## src/hw/rtl/virtqueue_descriptor_ring_engine_core_defines.svh

```systemverilog
// ----------------------------------------------------------------------------
// Assertion macros for the virtqueue descriptor ring engine
// Shared concurrent assertion forms, clocked on clk with rst_n as disable.
// ----------------------------------------------------------------------------
`ifndef VIRTQUEUE_DESCRIPTOR_RING_ENGINE_CORE_DEFINES_SVH
`define VIRTQUEUE_DESCRIPTOR_RING_ENGINE_CORE_DEFINES_SVH

// same-cycle implication
`define VDRE_ASSERT_IMP(lbl, ante, cons) \
  lbl: assert property (@(posedge clk) disable iff (!rst_n) (ante) |-> (cons)) \
    else $error("vdre assertion failed");

// next-cycle implication
`define VDRE_ASSERT_NXT(lbl, ante, cons) \
  lbl: assert property (@(posedge clk) disable iff (!rst_n) (ante) |=> (cons)) \
    else $error("vdre assertion failed");

`endif

```

## src/hw/rtl/vdre_pkg.sv

```systemverilog
// ----------------------------------------------------------------------------
// vdre_pkg
// Types, operation codes and helpers shared by the descriptor ring engine.
// ----------------------------------------------------------------------------
package vdre_pkg;

  localparam int unsigned MAX_QUEUE_LEN_DEF = 256;
  localparam logic [8:0]  QUEUE_LEN_RESET   = 9'd256;

  // operation codes carried by the kind field
  localparam logic [2:0] KIND_INIT         = 3'd0;
  localparam logic [2:0] KIND_ADD_AVAIL    = 3'd1;
  localparam logic [2:0] KIND_GET_USED     = 3'd2;
  localparam logic [2:0] KIND_GATHER_USED  = 3'd3;
  localparam logic [2:0] KIND_GET_AVAIL    = 3'd4;
  localparam logic [2:0] KIND_ADD_USED     = 3'd5;
  localparam logic [2:0] KIND_GATHER_AVAIL = 3'd6;

  // one classified transaction handed from front to back
  typedef struct packed {
    logic [2:0]  kind;
    logic [8:0]  first;
    logic [8:0]  cur;
    logic [63:0] addr;
    logic [31:0] len;
    logic [15:0] flags;
    logic [8:0]  n;
    logic        first_ok;
    logic        cur_ok;
  } op_t;

  // effective queue length: zero reads as one, saturate at the table depth
  function automatic logic [8:0] eff_len(input logic [8:0] ql, input int unsigned maxl);
    logic [8:0] r;
    if (ql == 9'd0) begin
      r = 9'd1;
    end else if (32'(ql) > maxl) begin
      r = 9'(maxl);
    end else begin
      r = ql;
    end
    return r;
  endfunction

endpackage

```

## src/hw/rtl/vdre_front.sv

```systemverilog
// ----------------------------------------------------------------------------
// vdre_front
// Accepts transactions, classifies indices against the queue length and
// holds them in a two-entry queue for the execution back end.
// ----------------------------------------------------------------------------
`include "virtqueue_descriptor_ring_engine_core_defines.svh"

module vdre_front import vdre_pkg::*; #(
  parameter int unsigned MAX_QUEUE_LEN = MAX_QUEUE_LEN_DEF
) (
  input  logic        clk,
  input  logic        rst_n,
  input  logic        start,
  output logic        busy,
  input  logic [2:0]  in_kind,
  input  logic [8:0]  in_chain_first,
  input  logic [8:0]  in_chain_cur,
  input  logic [63:0] in_buffer_address,
  input  logic [31:0] in_buffer_length,
  input  logic [15:0] in_buffer_flags,
  input  logic [8:0]  queue_length,
  input  logic        pop,
  output logic        not_empty,
  output op_t         head
);

  op_t        q_r [2];
  logic       wr_ptr_r, wr_ptr_nxt;
  logic       rd_ptr_r, rd_ptr_nxt;
  logic [1:0] cnt_r, cnt_nxt;
  op_t        op_in;
  logic [8:0] n;
  logic       push;

  // classify the incoming transaction
  always_comb begin
    n              = eff_len(queue_length, MAX_QUEUE_LEN);
    op_in.kind     = in_kind;
    op_in.first    = in_chain_first;
    op_in.cur      = in_chain_cur;
    op_in.addr     = in_buffer_address;
    op_in.len      = in_buffer_length;
    op_in.flags    = in_buffer_flags;
    op_in.n        = n;
    op_in.first_ok = (in_chain_first < n);
    op_in.cur_ok   = (in_chain_cur < n);
  end

  assign busy      = (cnt_r == 2'd2);
  assign push      = start && !busy;
  assign not_empty = (cnt_r != 2'd0);
  assign head      = q_r[rd_ptr_r];

  // queue pointers
  always_comb begin
    wr_ptr_nxt = push ? ~wr_ptr_r : wr_ptr_r;
    rd_ptr_nxt = pop ? ~rd_ptr_r : rd_ptr_r;
    cnt_nxt    = 2'(cnt_r + {1'b0, push} - {1'b0, pop});
  end

  always_ff @(posedge clk) begin
    if (!rst_n) begin
      wr_ptr_r <= 1'b0;
      rd_ptr_r <= 1'b0;
      cnt_r    <= 2'd0;
    end else begin
      wr_ptr_r <= wr_ptr_nxt;
      rd_ptr_r <= rd_ptr_nxt;
      cnt_r    <= cnt_nxt;
    end
  end

  // queue storage
  always_ff @(posedge clk) begin
    if (push) begin
      q_r[wr_ptr_r] <= op_in;
    end
  end

  `VDRE_ASSERT_IMP(a_cnt_bound, 1'b1, cnt_r <= 2'd2)
  `VDRE_ASSERT_IMP(a_pop_nonempty, pop, cnt_r != 2'd0)
  `VDRE_ASSERT_NXT(a_push_grows, push && !pop, cnt_r == 2'($past(cnt_r) + 2'd1))

endmodule

```

## config.mk

```make
export PLATFORM = sky130hd
export DESIGN_NAME = vdre_front
export DESIGN_NICKNAME = d
export VERILOG_FILES = /design/src/hw/rtl/vdre_pkg.sv /design/src/hw/rtl/vdre_front.sv
export VERILOG_INCLUDE_DIRS = /design/src /design/src/hw/rtl
export SDC_FILE = /design/constraint.sdc
export NUM_CORES = 1
export LEC_CHECK = 0
export BUFFER_PORTS_ARGS = -buffer_cell sky130_fd_sc_hd__clkbuf_2
export CAP_MARGIN = 20
export CORE_AREA = 2 2 144 146
export DETAILED_ROUTE_END_ITERATION = 12
export DIE_AREA = 0 0 146 148
export PLACE_DENSITY = 0.84
export SLEW_MARGIN = 40
export SYNTH_ARGS = -nofsm -noshare
export SYNTH_HDL_FRONTEND = slang
export SYNTH_SLANG_ARGS = --single-unit
```

## constraint.sdc

```tcl
create_clock -name clk -period 10.9 [get_ports clk]
set_clock_uncertainty 0.05 [all_clocks]
set_input_delay 0.545 -clock clk [delete_from_list [all_inputs] [get_ports clk]]
set_output_delay 0.545 -clock clk [all_outputs]
set_load 0.02 [all_outputs]
```

# Yosys cells after proc, flatten, opt, wreduce, memory -nomap -nowiden

Memories as Yosys holds them, arrays and structs flattened. A register that Yosys moved wholly into a read port is not among the register bits.
Index checks and enable logic that the tools add are counted.

RAM bits: 288
Logic and storage cells: 22
Memories kept: 1
Register bits after elaboration: 4
Bits in latches: 0
ROM bits: 0

Memories:

| memory | words | width | read ports | clocked after Yosys merged registers in | write ports | RTL line         | source |
|---|---|---|---|---|---|---|---|
| q_r    | 2     | 144   | 1          | 1                                       | 1           | vdre_front.sv:27 | `op_t q_r [2];` |

Reduce and logical (&&, ||, !) cells: 4
Add/subtract/negate cells: 2
Div/mod/pow operators: 0
Bitwise gates (word level): 2
Equal/unequal tests: 1
Multiplexer cells: 6
Multipliers: 0
Order comparisons: 3
Shifts and indexed selects: 0

Operator list:

| cell               | number |
|---|---|
| $lt 9x9->1         | 2 |
| $mux 9             | 2 |
| $gt 9x9->1 const B | 1 |
| $logic_not 9->1    | 1 |
| $mux 1             | 4 |
| $add 2x1->2        | 1 |
| $eq 2x2->1 const B | 1 |
| $not 1->1          | 2 |
| $reduce_bool 2->1  | 1 |
| $sub 2x1->2        | 1 |
| $logic_and 1x1->1  | 1 |
| $logic_not 1->1    | 1 |

# Logic depth before layout (Yosys ltp)

Gate-level depths: netlist of run 1.

Word-level depth: 5
Gate-level depth with buffers: 8

# Worst setup path after synthesis of run 1

No wires, ideal clock.

Kind: input to register
From: input start
To: memory q_r[0][0] in the netlist's numbering (enable)
Stages: 2
Buffers on the path: 0
Setup time: 0.649 ns
Data arrival time: 6.618 ns
Setup slack: 3.583 ns
Path through: nand2_1 -> nor2_1

Cells in the longest elaborated chain, start to end: 3

RTL lines:

| what                         | RTL line         | source |
|---|---|---|
| start: declaration           | vdre_front.sv:13 | `input logic start,` |
| $logic_and 1x1->1            | vdre_front.sv:50 | `assign push = start && !busy;` |
| $mux 1                       | vdre_front.sv:75 | `if (push) begin` |
| $mux 1 (implied by the code) | vdre_front.sv:76 | `q_r[wr_ptr_r] <= op_in;` |
| end: declaration             | vdre_front.sv:27 |  |

Every way passes these cells.

==> results.md, run 1 <==
* WS Path Type: register to primary output
* Setup violations, final at 0
* Post-synth EDFFs at 288
* Synth top cells by count: edfxtp_1, mux2_2, mux2_4
* Top-area cell type share of the netlist area at 0.7651
* Share of layout cells above drive strength 1 at 0.5642
* Setup crit end kind: primary output
* Pre-CTS WS at 7.625 ns
* Synthesized area per cell at 21.21 sq um
* R2R setup slack at 8.49 ns
* Reg-to-Reg End: q_r[0][129]$_DFFE_PP_
* Reg2reg start: cnt_r[0]$_SDFF_PN0_
* Pleak at 0.005506 uW
* Area growth from synthesis to layout at 23.33%
* Fin nets at 1008
* Largest net degree at the start of global routing at 75
* Initial drt markers at 267
* Initial antenna violation count at 1
* Longest Clk Path Bufs at 3
* Startpoint Class: register
* Synthesized area at 0.01130 sq mm
* H-tree depth at 1
* Post-Route M1 WL at 8410 microns
* Final instance area at 0.01394 sq mm
* Setup ws final at 7.098 ns
* Initial Util at 0.5641
* Status: complete, no violations
* Fin. max-slew vios at 0
* Worst-path fanout max at 72
* Std-Cell Rows at 52
* Setup Buffers After CTS at 0
* Routed wire length at 22670 microns
* WP data arrival at 3.21 ns
* RePlAce Congestion at 0.8171
* DR pass1 iterations at 4
* Post-synth top area cell: edfxtp_1
* Min-delay worst type: input pin to register
* Asr flop ratio synth at 0
* DR top layer: met4
* Top_reg_cell synth: edfxtp_1
* Max frequency at 263.0 MHz
* Drt via density at 5.198
* DR WL met2 at 11730 microns
* Worst Path Required at 10.31 ns
* Clk pin slew, worst setup/hold paths at 0.06 ns
* Hold endpoint: q_r[0][39]$_DFFE_PP_
* Final min period at 3.802 ns
* Unrepaired setup endpoints after global routing: no
* Slew at the pin with the worst max-slew slack at 0.7558 ns
* TritonCTS clock tree: built
* Die ar. at 0.02161 sq mm
* CTS hold repair buffers at 0
* Routed vias at 5905
* Total global-route track usage at 0.2040
* FF+latch count, synth at 293
* Placed cell count at 1084
* Placed Area at 0.01308 sq mm
* DRC errors left at 0
* Ranking of synthesized cells by area: edfxtp_1, mux2_2, mux2_4
* Worst vdd ir at 0.1715 mV
* Pwr Density at 215.3 mW/mm^2
* Mapped Nets at 697
* IO Count at 292
* Setup_tns at 0 ns
* PortBufs at 291
* CORE AREA at 0.02004 sq mm
* Max-cap violations at 0
* Worst-Skew Late Latency at 0.52 ns
* Chip height at 148 microns
* Die width at 146 microns
* Met3 wire len at 1489 microns
* Worst r2r path cells at 5
* Post-Syn Instances at 533
* Yosys synthesis warning count at 0
* Routed Antenna Nets at 0
* Fill cells at 1321
* Wirelength per Cell at 19.96 microns
* Global-route wire length before repair at 33800 microns
* CTS sink cnt at 293
* Final Cycle Share at 0.3488
* CTS root buffer: clkbuf_16
* Fin. Hold Viols at 0
* Seq/Total Area, Yosys at 0.7740
* Rel. slew slack at 0.4961
* Cells on Worst Hold Path at 1
* Number of global-route vias before repair at 6136
* Gr ovfl total at 0
* Utilization of the core after routing at 0.6957
* Finished Layout Cells at 1136
* Post-cts sizing count at 0
* Hpwl dp at 15800 microns
* Most common cell in the netlist: edfxtp_1
* Hold Crit Start: in_buffer_length[12]
* CTS Buf Count at 28
* Count of different cell masters after synthesis at 31
[report_power, final]
part	internal [uW]	leakage (uW)	switching, uW
combinational	234	0.00235	374
clock	519	0.000423	379
sequential	1450	0.00273	49.4
[critical path, stage by stage, from the launching register on]
cell and delay, ns:
dfxtp_4 0.64, buf_4 0.70, buf_6 0.66, mux2_2 0.44, clkbuf_2 0.16
[how the worst max path moves through the flow]
stage | startpoint | endpoint | slack (ns) | depth (start not counted)
2_1_floorplan | start | q_r[0][0]$_DFFE_PP_ | 3.58 | 2
3_3_place_gp | register | head[58] | 7.37 | 4
3_5_place_dp | register | head[58] | 7.63 | 4
4_1_cts | register | head[58] | 7.07 | 4
5_1_grt | register | head[21] | 6.94 | 4
6_report | register | head[21] | 7.10 | 4
[cells by family (layout without fill, tap and decap cells)]
logic type               count (synthesis)  in the layout  synth area share
flip-flops                             293            293            0.7740
multiplexers                           144            144            0.1634
AND/OR/NAND/NOR                         29             29           0.01517
buffers and inverters                   29            361           0.01528
adder cells (fa/ha/maj)                 18             18           0.01993
AO/OA/AOI/OAI                           16             16          0.009187
XOR/XNOR                                 4              4          0.003100
other                                    0              1                 0
[area by class of cell]
type,instances,area [sq um],area share
timing repair buffer,298,1549,0.1111
tap,270,337.8,0.02423
antenna,1,2.502,0.0001795
multi-input combinational,211,2395,0.1718
clock inverter,15,128.9,0.009244
inverter,12,45.04,0.003231
sequential,293,8752,0.6278
clock buffer,36,730.7,0.05241
[flip-flops by register name, indices dropped and copies added, names as in the netlist, named ones only]
name,flops
wr_ptr_r,1
cnt_r,2
rd_ptr_r,1
q_r,288
[placed cells by master (no fill, tap or decap), drive strengths merged]
cell type	netlist	final
nor3	2	2
nand3	3	3
and3	1	1
nand2b	1	1
nor2	2	2
ha	18	18
buf	16	7
diode	0	1
edfxtp	288	288
a41oi	1	1
xor2	1	1
nor4	2	2
clkbuf	1	327
dfxtp	5	5
clkinv	0	13
a21o	2	2
nand2	10	10
mux2	144	144
o21ai	3	3
xnor2	3	3
a21oi	7	7
and2	5	5
bufinv	0	2
inv	12	12
o211a	1	1
nand4	2	2
o21a	1	1
a22oi	1	1
or2	1	1
[per-layer routing]
layer	global-route usage	vias to the layer above
met4	0.09417	0
met3	0.05340	67
met5	0	-
met2	0.3554	246
li1	-	2723
met1	0.2391	2869
[metrics by stage]
stage | hold slack [ns] | power, uW
after floorplan | 0.5046 | 1943
after detailed placement | 0.5067 | 2133
final | 0.1483 | 3002
after CTS | 0.1297 | 3034
after global placement | 0.5058 | 2110
after global routing | 0.1282 | 3115
No activity file was read; power rests on OpenSTA's default activity.
==> run 2, diff against run 1 <==
ABC_AREA = 1   (was unset)
CORE_AREA = 2 2 150 152   (was 2 2 144 146)
DIE_AREA = 0 0 152 154   (was 0 0 146 148)
PLACE_DENSITY = 0.79   (was 0.84)
clock period = 3.6 ns   (was 10.9 ns; I/O delays follow)
==> run 2 against run 1 <==
  * Critical path depth shrank 1
  * Power grew to 2.8 times the previous value
  * Cell count grew 15%
  * Sequential cell count is the same
  * Register-to-register slack lost 6.8 ns
==> results.md, run 2 <==
* DRC errors left at 0 (unchanged)
* Post-synth top area cell: edfxtp_1
* Post-Route M1 WL at 9391 microns (+12%)
* CORE AREA at 0.02169 sq mm (+8.2%)
* Top_reg_cell synth: edfxtp_1
* CTS hold repair buffers at 143 (+143)
* CTS sink cnt at 293 (unchanged)
* Post-Syn Instances at 556 (+4.3%)
* Largest net degree at the start of global routing at 95 (+27%)
* Ant. Diodes at 0 (-1)
* Slowest-stage cell, CP: dfxtp_4
* Count of different cell masters after synthesis at 20 (-35%)
* Rel. slew slack at 0.5255 (+0.02934)
* Initial Util at 0.5216 (-0.04243)
* Synth top cells by count: edfxtp_1, mux2_2, mux2_4
* Chip height at 154 microns (+4.1%)
* Biggest regs: q_r: 288 flops, cnt_r: 2 flops
* Biggest register: q_r
* Pwr Density at 549.1 mW/mm^2 (+150%)
* DR top layer: met4
* Setup crit end kind: primary output
* Mapped Nets at 720 (+3.3%)
* Setup violations, final at 0 (unchanged)
* WP buf/inv at 2 (-1)
* Synthesized area at 0.01131 sq mm (about the same)
* Hold_ws at 0.04809 ns (-0.1002 ns)
* Synthesized area per cell at 20.35 sq um (-4.1%)
* Fill cells at 1327 (+0.45%)
* Top-area cell type share of the netlist area at 0.7644 (about the same)
* PortBufs at 291 (unchanged)
* Total global-route track usage at 0.2121 (+0.008066)
* Crit-path max cell delay at 0.46 ns (-0.24 ns)
* Number of global-route vias before repair at 7138 (+16%)
* Most common cell in the netlist: edfxtp_1
* Share of layout cells above drive strength 1 at 0.4704 (-0.09374)
* Yosys synthesis warning count at 0 (unchanged)
* Gr ovfl total at 0 (unchanged)
* Worst-path fanout max at 82 (+14%)
* Cell breakdown of the critical path: buf_12 > mux2_2 > clkbuf_2
* Post-synth EDFFs at 288 (unchanged)
* WP data arrival at 2.09 ns (-1.12 ns)
* Area growth from synthesis to layout at 36.35%
* Final min period at 2.317 ns
* Pleak at 0.006148 uW (+12%)
* DR pass1 iterations at 5 (+1)
* Worst Path Required at 3.37 ns (-6.94 ns)
* Finished Layout Cells at 1311 (+15%)
* Max-cap violations at 0 (unchanged)
* Worst vdd ir at 0.4864 mV (+180%)
* Seq/Total Area, Yosys at 0.7733 (about the same)
* Max frequency at 431.6 MHz
* Initial drt markers at 382 (+43%)
* Fin nets at 1174 (+16%)
* DR WL met2 at 13830 microns (+18%)
* Wirelength per Cell at 19.36 microns (-3.0%)
* CTS Buf Count at 29 (+3.6%)
* Setup Buffers After CTS at 0 (unchanged)
* Std-Cell Rows at 54 (+3.8%)
* Die width at 152 microns (+4.1%)
* Clk pin slew, worst setup/hold paths at 0.06 ns (about the same)
* Routed Antenna Nets at 0 (unchanged)
* TritonCTS clock tree: built
* Placed cell count at 1116 (+3.0%)
* Fin. Hold Viols at 0 (unchanged)
* Routed vias at 6607 (+12%)
* Setup ws final at 1.283 ns (-5.814 ns)
* Met3 wire len at 1391 microns (-6.6%)
* Fin. max-slew vios at 0 (unchanged)
* Longest Clk Path Bufs at 3 (unchanged)
* FF+latch count, synth at 293 (unchanged)
* Global-route wire length before repair at 39140 microns (+16%)
* Ranking of synthesized cells by area: edfxtp_1, mux2_2, mux2_4
* Min-delay worst type: input pin to register
* Crit-path leading delay family: buffers and inverters
* RePlAce Congestion at 0.7645 (-6.4%)
* Die ar. at 0.02341 sq mm (+8.3%)
* Utilization of the core after routing at 0.7113 (+0.01558)
* Commonest non-fill, non-tap cell in the layout: clkbuf_2
* H-tree depth at 1 (unchanged)
* Slew at the pin with the worst max-slew slack at 0.7118 ns (-0.04402 ns)
* Asr flop ratio synth at 0 (unchanged)
* Worst-Skew Late Latency at 0.55 ns (+0.03 ns)
* Hpwl dp at 15070 microns (-4.6%)
* Drt via density at 5.040 (-3.0%)
* Pre-CTS WS at 1.497 ns (-6.128 ns)
* Number of flip-flops in the largest register at 288 (unchanged)
* Post-cts sizing count at 0 (unchanged)
* Status: complete, no violations
* Unrepaired setup endpoints after global routing: no
* Routed wire length at 25380 microns (+12%)
* IO Count at 292 (unchanged)
* Final Cycle Share at 0.6436
* CTS root buffer: clkbuf_16
* Startpoint Class: register
* WS Path Type: register to primary output
* Commonest cells after routing, fill and taps aside: clkbuf_2, edfxtp_1, dlygate4sd3_1, mux2_2, mux2_4
* Initial antenna violation count at 0 (-1)
run 2: layer usage:
layer,track usage,vias up
met2,0.3985,256
met3,0.03636,52
met1,0.2438,3229
met5,0,-
met4,0.07566,0
li1,-,3070
run 2: cells by family after synthesis:
group	count (synthesis)	share of synthesized area
AO/OA/AOI/OAI	16	0.007410
adder cells (fa/ha/maj)	18	0.01991
flip-flops	293	0.7733
XOR/XNOR	1	0.0007743
AND/OR/NAND/NOR	50	0.01792
buffers and inverters	34	0.01747
multiplexers	144	0.1632
run 2: layout make-up:
cell class                      instances  area (sq um)  share of cell area
Timing Repair Buffer                  440          2987              0.1936
Multi-Input combinational cell        229          2382              0.1544
Clock buffer                           41         790.8             0.05126
Inverter                               17         63.81            0.004137
Clock inverter                         11         100.1            0.006489
Tap cell                              280         350.3             0.02271
Sequential cell                       293          8752              0.5674
run 2: worst paths after layout:
check | startpoint | endpoint | slack, ns | cells past startpoint
max | register | head[23] | 1.28 | 3
max reg2reg | cnt_r[1]$_SDFF_PN0_ | cnt_r[1]$_SDFF_PN0_ | 1.68 | 8
min | queue_length[6] | q_r[1][8]$_DFFE_PP_ | 0.05 | 3
min reg2reg | rd_ptr_r$_SDFFE_PN0P_ | rd_ptr_r$_SDFFE_PN0P_ | 0.48 | 2
run 2: power by group:
group          total, uW  internal [uW]  switching [uW]
registers           4220           4140            87.9
logic               1420            592             826
clock network       2830           1600            1220
run 2: worst register-to-register path, stage by stage (launching register included):
cell and delay (ns):
dfxtp_1 0.33, inv_1 0.08, o21ai_1 0.49, ha_1 0.35, inv_1 0.06, ha_1 0.14
xnor2_1 0.13, o21ai_0 0.09, a21oi_1 0.12
run 2: per-stage QoR:
stage                     power, uW  setup TNS [ns]  area (sq um)
after floorplan                5130         -336.66         11320
after global placement         5523               0         13100
after detailed placement       5563               0         13100
after CTS                      8491               0         15420
after global routing           8774               0         15430
final                          8470               0         15430
==> run 3, diff against run 2 <==
ABC_AREA = 0   (was 1)
CORE_AREA = 2 2 157 159   (was 2 2 150 152)
DIE_AREA = 0 0 159 161   (was 0 0 152 154)
PLACE_DENSITY = 0.75   (was 0.79)
clock period = 2.1 ns   (was 3.6 ns; I/O delays follow)
==> run 3 against run 2 <==
  * The run now ends with negative setup slack left
  * Core utilization decreased by 5.2 points
  * Clock-buffer cell count is 7 lower
  * Non-clock buffer count up 8
  * Power rose by 98%
  * Setup slack worse by 1.3 ns
  * Critical path depth unchanged
==> results.md, run 3 (synthesis gave the netlist of run 1 again) <==
* Std-Cell Rows at 57 (+5.6%)
* Pwr Density at 1062 mW/mm^2 (+93%)
* Startpoint Class: register
* Slowest-stage cell, CP: mux2_2
* WP buf/inv at 2 (unchanged)
* Rel. slew slack at 0.6568 (+0.1313)
* Max-cap violations at 0 (unchanged)
* Gr ovfl total at 0 (unchanged)
* Pleak at 0.006261 uW (+1.8%)
* Worst-Skew Late Latency at 0.55 ns (about the same)
* Commonest non-fill, non-tap cell in the layout: edfxtp_1
* Crit-path max cell delay at 0.42 ns (-0.04 ns)
* Final Cycle Share at 1.014
* WS Path Type: register to primary output
* Setup violations, final at 5 (+5)
* Setup Buffers After CTS at 0 (unchanged)
* CTS root buffer: clkbuf_16
* Clk pin slew, worst setup/hold paths at 0.07 ns (about the same)
* TritonCTS clock tree: built
* Largest net degree at the start of global routing at 86 (-9.5%)
* Total global-route track usage at 0.1847 (-0.02739)
* Initial Util at 0.4717 (-0.04993)
* Fin. Hold Viols at 0 (unchanged)
* Wirelength per Cell at 17.99 microns (-7.1%)
* Longest Clk Path Bufs at 3 (unchanged)
* Routed vias at 6537 (-1.1%)
* Number of global-route vias before repair at 7078 (-0.84%)
* Area growth from synthesis to layout at 39.78%
* CTS sink cnt at 293 (unchanged)
* Initial drt markers at 364 (-4.7%)
* Share of layout cells above drive strength 1 at 0.4931 (+0.02271)
* Cell breakdown of the critical path: buf_16 > mux2_2 > clkbuf_2
* Worst-path fanout max at 85 (+3.7%)
* DRC errors left at 0 (unchanged)
* Chip height at 161 microns (+4.5%)
* WP data arrival at 1.97 ns (-0.12 ns)
* Setup crit end kind: primary output
* Setup ws final at -0.02907 ns (-1.312 ns)
* Violated checks: negative setup slack
* Routed Antenna Nets at 0 (unchanged)
* PortBufs at 291 (unchanged)
* Worst vdd ir at 0.9768 mV (+100%)
* Biggest regs: q_r: 288 flops, cnt_r: 2 flops
* Die ar. at 0.02560 sq mm (+9.4%)
* Status: complete, but fails checks
* Setup_tns at -0.07812 ns (-0.07812 ns)
* Final min period at 2.129 ns
* H-tree depth at 1 (unchanged)
* Drt via density at 4.867 (-3.4%)
* CTS Buf Count at 30 (+3.4%)
* Commonest cells after routing, fill and taps aside: edfxtp_1, clkbuf_2, dlygate4sd3_1, mux2_2, mux2_4
* Fin. max-slew vios at 0 (unchanged)
* Routed wire length at 24160 microns (-4.8%)
* Utilization of the core after routing at 0.6594 (-0.05190)
* Hpwl dp at 14900 microns (-1.2%)
* Die width at 159 microns (+4.6%)
* Min-delay worst type: input pin to register
* Crit-path leading delay family: buffers and inverters
* Fin nets at 1160 (-1.2%)
* Slew at the pin with the worst max-slew slack at 0.5148 ns (-0.1970 ns)
* RePlAce Congestion at 0.7902 (+3.4%)
* Number of flip-flops in the largest register at 288 (unchanged)
* DR pass1 iterations at 4 (-1)
* Unrepaired setup endpoints after global routing: yes
* IO Count at 292 (unchanged)
* Initial antenna violation count at 1 (+1)
* Worst Path Required at 1.95 ns (-1.42 ns)
* CORE AREA at 0.02396 sq mm (+10%)
* Biggest register: q_r
* Global-route wire length before repair at 37490 microns (-4.2%)
* Max frequency at 469.7 MHz
==> run 3: cell types whose count changed in the layout (fill, tap and decap cells not counted), moves of 6 or more <==
cell	before	now
clkbuf_2	291	280
clkbuf_1	10	4
nor2_1	13	1
buf_2	0	7
inv_1	17	11
nand2_1	26	9
==> run 3: where the power goes <==
part	total, uW	internal (uW)	switching [uW]
combinational	3560	1490	2060
sequential	7720	7500	226
clock	5490	3350	2140
total	16800	12300	4430
==> run 3: layout make-up <==
class / instances / area, sq um
sequential: 293 / 8753
fill: 1618 / 8163
timing repair buffer: 448 / 3146
multi-input combinational: 211 / 2414
clock buffer: 34 / 765.7
tap: 324 / 405.4
clock inverter: 20 / 269.0
inverter: 12 / 45.04
antenna: 1 / 2.502
==> run 3: final timing paths <==
path / start / to / slack [ns] / cells past startpoint
setup / recovery: register / head[44] / -0.03 / 3
hold / removal: in_buffer_address[13] / q_r[1][72]$_DFFE_PP_ / 0.23 / 2
setup reg to reg: cnt_r[0]$_SDFF_PN0_ / q_r[0][89]$_DFFE_PP_ / 0.51 / 4
hold reg to reg: rd_ptr_r$_SDFFE_PN0P_ / register / 0.53 / 2
==> run 3: timing repair <==
item                                    in CTS  in global routing
hold buffers                               146                  0
pin swaps                                    0                  0
endpoints found under the hold margin      293                  0
endpoints found under the setup margin      49                 84
gates resized for setup                      2                 19
==> run 3: metrics by stage <==
stage               instances  hold slack, ns  total power [uW]  area, sq um  worst slack, ns
floorplan                 533          0.1539              9976        11330           -1.006
global placement         1142          0.2435             11050        13270           0.4615
detailed placement       1142          0.2473             11140        13270           0.3909
CTS                      1342          0.2023             16860        15770         -0.01260
global route             1343          0.2124             17410        15800          -0.1031
finish                   1343          0.2306             16770        15800         -0.02907
==> run 3: worst register-to-register path, delay by kind of cell (launching register included) <==
family | cells | cell delay [ns]
buffers and inverters | 1 | 0.37
and+or+nand+nor | 3 | 0.37
DFF | 1 | 0.33
==> run 3: layer usage <==
layer	GRT usage	share of wire	up-vias
met5	0	0	-
met4	0.07066	0.035	0
met3	0.04340	0.056	65
met2	0.3352	0.52	239
met1	0.2133	0.38	3205
li1	-	-	3028
